===== config.mk =====
export PLATFORM = sky130hd
export DESIGN_NAME = lcpf_fop
export DESIGN_NICKNAME = d
export VERILOG_FILES = /design/src/rtl/core/lcpf_pkg.sv /design/src/rtl/core/lcpf_fop.sv
export SDC_FILE = /design/constraint.sdc
export NUM_CORES = 2
export LEC_CHECK = 0
export BUFFER_PORTS_ARGS = -buffer_cell sky130_fd_sc_hd__buf_2
export CAP_MARGIN = 0
export CORE_MARGIN = 2
export CORE_UTILIZATION = 50
export DETAILED_ROUTE_END_ITERATION = 10
export PLACE_DENSITY = 0.67
export SYNTH_ARGS = -nofsm -noshare
export SYNTH_HDL_FRONTEND = slang
export SYNTH_SLANG_ARGS = --single-unit

===== constraint.sdc =====
create_clock -name clk -period 17.6 [get_ports clk]
set_input_delay 2.64 -clock clk [delete_from_list [all_inputs] [get_ports clk]]
set_output_delay 2.64 -clock clk [all_outputs]
set_load 0.01 [all_outputs]

===== src/rtl/core/lcpf_pkg.sv =====
package lcpf_pkg;

  localparam int POSITION_WIDTH = 32;
  localparam int FORCE_WIDTH = 48;
  localparam int POS_FRAC = POSITION_WIDTH - 8;
  localparam int MANT_W = 32;
  localparam int EXP_W = 16;
  localparam int CFG_IDX_W = 3;
  localparam int CFG_DATA_W = 32;

  typedef enum logic [CFG_IDX_W-1:0] {
    REG_EPS_I = 3'd0,
    REG_EPS_J = 3'd1,
    REG_SIG_I = 3'd2,
    REG_SIG_J = 3'd3,
    REG_Q_I   = 3'd4,
    REG_Q_J   = 3'd5
  } cfg_reg_t;

  // Value is (-1)^neg * m * 2^e, with m zero or its top bit set.
  typedef struct packed {
    logic                    neg;
    logic [MANT_W-1:0]       m;
    logic signed [EXP_W-1:0] e;
  } num_t;

  typedef enum logic [1:0] {
    FOP_MUL,
    FOP_ADD,
    FOP_NORM
  } fop_t;

  typedef enum logic [1:0] {
    IT_DIV,
    IT_SQRT,
    IT_ROOT
  } iter_op_t;

  localparam num_t NUM_SIX = '{neg: 1'b0, m: 32'hC000_0000, e: -16'sd29};
  localparam num_t NUM_K56 = '{neg: 1'b0, m: 32'hE000_0000, e: -16'sd26};

  localparam int FOP_LAT = 4;
  localparam int ITER_STEPS = 33;
  localparam int ITER_LAT = ITER_STEPS + 2;

  localparam int T_D = 1;
  localparam int T_DN = T_D + FOP_LAT;
  localparam int T_SQ = T_DN + FOP_LAT;
  localparam int T_SXY = T_SQ + FOP_LAT;
  localparam int T_R2 = T_SXY + FOP_LAT;
  localparam int T_S = T_R2 + ITER_LAT;
  localparam int T_R3 = T_S + FOP_LAT;
  localparam int T_S3 = T_R3 + FOP_LAT;
  localparam int T_S6 = T_S3 + FOP_LAT;
  localparam int T_SUM = T_S6 + FOP_LAT;
  localparam int T_M1 = T_SUM + FOP_LAT;
  localparam int T_LJ = T_M1 + FOP_LAT;
  localparam int T_C = T_R3 + ITER_LAT;
  localparam int T_FAC = T_C + FOP_LAT;
  localparam int T_F = T_FAC + FOP_LAT;
  localparam int T_OUT = T_F + 2;

  function automatic logic [6:0] lzc64(input logic [63:0] x);
    logic [6:0] n;
    n = 7'd64;
    for (int i = 0; i < 64; i++) begin
      if (x[i]) n = 7'(63 - i);
    end
    return n;
  endfunction

endpackage


===== src/rtl/core/lcpf_fop.sv =====
module lcpf_fop (
  input  logic                                clk,
  input  logic                                en,
  input  lcpf_pkg::fop_t                      op,
  input  lcpf_pkg::num_t                      a,
  input  lcpf_pkg::num_t                      b,
  input  logic [63:0]                         x,
  input  logic signed [lcpf_pkg::EXP_W-1:0]   xe,
  input  logic                                xneg,
  output lcpf_pkg::num_t                      r
);

  localparam int EW = lcpf_pkg::EXP_W;

  lcpf_pkg::num_t big;
  lcpf_pkg::num_t small_op;
  logic           swap;
  logic           small_zero;
  logic [EW:0]    diff;
  logic [63:0]    small_sh;
  logic [63:0]    y_al;
  logic [63:0]    prod;

  logic [63:0]          x1, y1, x2, x3;
  logic signed [EW-1:0] e1, e2, e3;
  logic                 neg1, neg2, neg3, sub1;
  logic [6:0]           lz3;
  logic [63:0]          xs4;
  logic signed [EW-1:0] lz_e;

  assign prod = {32'b0, a.m} * {32'b0, b.m};

  always_comb begin
    swap = ($signed(b.e) > $signed(a.e)) || ((b.e == a.e) && (b.m > a.m));
    big = swap ? b : a;
    small_op = swap ? a : b;
    small_zero = 1'b0;
    if (a.m == '0) begin
      big = b;
      small_zero = 1'b1;
    end else if (b.m == '0) begin
      big = a;
      small_zero = 1'b1;
    end
    diff = {big.e[EW-1], big.e} - {small_op.e[EW-1], small_op.e};
    small_sh = {1'b0, small_op.m, 31'b0};
    if (small_zero || (diff >= (EW+1)'(63))) begin
      y_al = '0;
    end else begin
      y_al = small_sh >> diff[5:0];
    end
  end

  assign lz_e = {{(EW-7){1'b0}}, lz3};
  assign xs4 = x3 << lz3;

  always_ff @(posedge clk) begin
    if (en) begin
      case (op)
        lcpf_pkg::FOP_MUL: begin
          x1 <= prod;
          y1 <= '0;
          e1 <= a.e + b.e;
          neg1 <= a.neg ^ b.neg;
          sub1 <= 1'b0;
        end
        lcpf_pkg::FOP_ADD: begin
          x1 <= {1'b0, big.m, 31'b0};
          y1 <= y_al;
          e1 <= big.e - EW'(31);
          neg1 <= big.neg;
          sub1 <= big.neg != small_op.neg;
        end
        default: begin
          x1 <= x;
          y1 <= '0;
          e1 <= xe;
          neg1 <= xneg;
          sub1 <= 1'b0;
        end
      endcase
      x2 <= sub1 ? (x1 - y1) : (x1 + y1);
      e2 <= e1;
      neg2 <= neg1;
      x3 <= x2;
      e3 <= e2;
      neg3 <= neg2;
      lz3 <= lcpf_pkg::lzc64(x2);
      if (x3 == '0) begin
        r <= '0;
      end else begin
        r.m <= xs4[63:32];
        r.e <= e3 + EW'(32) - lz_e;
        r.neg <= neg3;
      end
    end
  end

endmodule


Word-level counts from Yosys, hierarchy flattened
Cells that the tools add are included.
{ "word_totals": {"input_bits": 183, "n_memories": 0, "ram_bits": 0, "word_cells": 126, "rom_bits": 0, "out_inout_bits": 49, "latch_bits": 0, "reg_bits": 364} }
{ "op_classes": {"shift": 2, "n_lt_le_gt_ge": 3, "multipliers": 1, "eq_ne": 3, "div_mod_pow": 0, "muxes": 73, "reduce_logical": 14, "bitwise_logic": 2, "addsub": 7} }
{ "op_table": {"columns": ["op", "count"], "rows": [
  ["$mux W49", 4],
  ["$mux W6", 31],
  ["$pmux W64 S2", 1],
  ["$mux W5", 16],
  ["$add A64 B64 Y64", 1],
  ["$logic_not A32 Y1", 2],
  ["$logic_not A64 Y1", 1],
  ["$mul A32 B32 Y64", 1],
  ["$mux W64", 1],
  ["$shl A64 B7 Y64", 1],
  ["$shr A63 B6 Y64", 1],
  ["$sub A64 B64 Y64", 1],
  ["$reduce_or A63 Y1", 1],
  ["$gt A32 B32 Y1", 1],
  ["$mux W4", 8],
  ["$pmux W16 S2", 1],
  ["$reduce_or A32 Y1", 1],
  ["$ge A17 B6 Y1 const B", 1],
  ["$sub A16 B16 Y17", 1],
  ["$add A16 B16 Y16", 1],
  ["$add A16 B7 Y16 const B", 1],
  ["$eq A16 B16 Y1", 1],
  ["$gt A16 B16 Y1", 1],
  ["$reduce_or A16 Y1", 1],
  ["17 further kinds", 25]
]} }

Depth between registers and ports, before layout
{ "logic_depth": {"ltp_word": 63, "depth_mapped": 33, "mapped_depth_nobuf": 30} }

Worst setup path after synthesis
OpenSTA, ideal clock, no wires.
{ "synth_path": {"path_type": "input -> register", "startpoint": "in b[18] (netlist name)", "endpoint": "reg x1[50], data pin", "setup_slack_ns": 6.998, "required_time_ns": 17.336, "t_arrival_ns": 10.338, "path_buffers": 2, "path_stages": 31, "cell_sequence": "clkbuf_1 -> clkbuf_1 -> nand2_1 -> fa_1 -> inv_1 -> fa_1 -> inv_1 -> fa_1 -> inv_1 -> fa_1 -> inv_1 -> fa_1 -> inv_1 -> ha_1 -> inv_1 -> fa_1 -> fa_1 -> inv_1 -> ha_1 -> a21o_1 -> a2111oi_0 -> o211ai_1 -> o21ai_0 -> a31oi_1 -> o32ai_1 -> o21a_1 -> o21ai_0 -> a221o_1 -> a2111o_1 -> o21ai_0 -> o21ai_0"} }
{ "synth_via": {"elab_chain_cells": 7} }
{ "synth_lines": {"columns": ["item", "line", "text"], "rows": [
  ["start, declared", "lcpf_fop.sv:6", "input lcpf_pkg::num_t b,"],
  ["branches (longest 6 deep; another with $mul A32 B32 Y64)", null, null],
  ["$pmux W64 S2 (*)", "lcpf_fop.sv:59", "case (op)"],
  ["end signal, assigned", "lcpf_fop.sv:61", "x1 <= prod;"],
  ["end signal, assigned", "lcpf_fop.sv:68", "x1 <= {1'b0, big.m, 31'b0};"],
  ["end, declared", "lcpf_fop.sv:24", "logic [63:0] x1, y1, x2, x3;"]
]} }
Mark *: on every way between the ends.
A chain may end at the register's enable or synchronous reset.

Worst setup path after layout
{ "layout_path": {"startpoint": "in b[21] (netlist name)", "endpoint": "reg x1[50], data pin"} }
Same word-level chain as after synthesis.

==> metrics <==
Fin. Hold Viols=0; Clock transition at path regs=70 ps; Synth Cell Area=62100 µm²; vias per std cell=approximately 5.9; Mean Syn Cell Area=9.11 µm²; Die Area=approximately 130000 µm²; Synth async-reset ratio=0%; Remaining DRCs=0; initial antenna violation count=11; vias=between 40000 and 50000; Worst-Margin Slew=1130 ps; setup TNS=0 ps; number of synthesized flops with an enable pin=about 360; GRT overflow=0; Seq/Total Area, Yosys=between 10% and 20%; max-slew violations=0; CTS Sinks=roughly 360; Synth area leader=fa_1; Reg2Reg Depth=18; post-synthesis cell count=~7000; fillcell total=around 11000; syn_nets=~8400; #FFs+latches synth=about 360; most frequent cells in the layout=inv_1, nand2_1, fa_1; Yosys warnings=0; Worst path max stage delay=820 ps; Layout area overhead=5.98%; hold path start=e2[14]$_DFFE_PP_; Final GP Congestion=0.948; drt total wl=between 150 and 200 mm; root buf cell=clkbuf_16; HP Class=register to register; CTS tree=yes; GRT Overall Usage=roughly 31%; Worst Clk Skew=roughly 24 ps; worst relative slew slack=between 20% and 30%; status=finished, final reports clean; Die Y=approximately 360 µm; Routed Antenna Nets=0; Layout Cells excl Fill=approximately 8400; Post-CTS Resized=0; Pre-Repair DR Iteration Count=6; Clk Latency, worst-skew pair=between 500 and 600 ps; total CTS buffers=39; post-CTS setup buffers=0; hpwl dp=between 100 and 150 mm; Fmax achieved=about 86 MHz; # rows=around 130; Slowest-stage cell, CP=buf_2; crit path kind=input port to register; final worst path period need=approximately 12000 ps; RSZ-0062 raised after global routing=false; ranking of synthesized cells by area=fa_1, edfxtp_1, ha_1; Initial DRC Count=approximately 4300; number of distinct library cells after synthesis=91; Core Region=123000 µm²; hold path cells=0; Most used DFF post-synth=edfxtp_1; first-pass GRT wire length=298 mm; placed cells=~8400; RR Startpoint=y1[8]$_SDFFCE_PP0P_; maxcap violations=0; origin of the worst setup path=b[21]; chip width=356 µm; drt wl/cell=roughly 23 µm; critical path data arrival time=between 10000 and 15000 ps; Critical Path RT=roughly 18000 ps; I/O Pins=232; CTS Hold Bufs=0; # setup viols final=0; vias in the first global route=51200; period utilisation layout=about two thirds; share of cells above drive strength 1=~8.3%; crit-path max FO=40; clk buf depth=3; fin nets=8311; crit end category=register; I/O Buffers=roughly 230; pin count of the biggest net entering global routing=between 80 and 90; Starting Density=about half; H-Tree Depth=2; top-area cell type share of the netlist area=between 20 and 30%; CP Launch Type=input port; most frequent CP cell=fa_1; most common cell after layout, fill and taps aside=inv_1
[synthesized netlist by cell type (10+ instances only)]
cell and instances:
nor2b_1 30, nand3_1 50, a21oi_1 273, nor3_1 83, xor2_1 56, fa_1 900
nor2_1 346, or3_1 16, o2111ai_1 11, edfxtp_1 363, o211ai_1 20, a21o_1 85
mux2i_1 140, a211oi_1 53, mux4_2 93, a22o_1 10, nand2_1 1097, o22ai_1 28
a22oi_1 18, nand4_1 36, or4_1 12, xnor2_1 164, nand2b_1 27, mux2_2 42
o21bai_1 33, inv_1 1162, o31ai_1 18, o22a_1 11, a211o_1 10, a31oi_1 40
o21ai_0 203, o221ai_1 12, o21a_1 42, clkbuf_1 364, and3_1 19, buf_1 22
and2_1 230, nor4_1 59, buf_2 16, ha_1 460
[critical path, delay by kind of cell]
kind	cells	cell delay (ps)
buf+inv	7	1300
simple gates	1	190
fa+ha+maj	9	4280
compound gates	11	3500
[state kept, by name (all words and copies together), names as in the netlist, 7 cells and up]
signal / flops
x1: 64
x2: 64
x3: 64
y1: 63
r: 49
e1: 16
e2: 16
e3: 16
lz3: 7
[routing by layer]
layer  vias to the layer above  global-route usage (%)  part of all wire (%)
met2                      2343                    50.6                    47
met4                         4                    15.4                   5.9
li1                      22000                       -                     -
met3                       568                    4.91                   8.3
met5                         -                       0                 0.017
met1                     24600                    38.9                    39
[path summary, 6_finish.rpt]
kind,slack (ps),end
setup / recovery,5940,x1[50]$_DFFE_PP_
hold / removal,420,e3[14]$_DFFE_PP_
setup reg to reg,11700,x2[63]$_DFFE_PP_
hold reg to reg,420,e3[14]$_DFFE_PP_
[cell families after synthesis]
family,Yosys count,synth area share [%]
flops,363,17.6
compound gates,978,10.2
buf+inv,1570,9.57
mux,283,6.70
fa+ha+maj,1360,38.3
xor+xnor,220,3.10
simple gates,2038,14.6
[metrics by stage]
stage | utilization, % | hold slack (ps) | setup WS, ps | area, µm²
2_1_floorplan | - | 400 | 7000 | 62100
3_3_place_gp | 52.2 | 401 | 5650 | 64500
3_5_place_dp | 52.2 | 405 | 5500 | 64500
4_1_cts | 53.3 | 417 | 6090 | 65800
5_1_grt | 53.3 | 417 | 5500 | 65800
6_report | 53.3 | 416 | 5940 | 65800
[final cells by class]
class	instances	area [µm²]	area share, %
antenna	1	2.50	0.00380
clock inverter	25	269	0.409
clock buffer	47	1050	1.59
sequential	363	10900	16.6
inverter	1164	4370	6.64
tap	1637	2050	3.11
timing repair buffer	321	1840	2.80
multi-input combinational	4879	45300	68.9
Power is not shown: default switching activity piles up to over one toggle a cycle in this logic, so the estimate is an artifact.
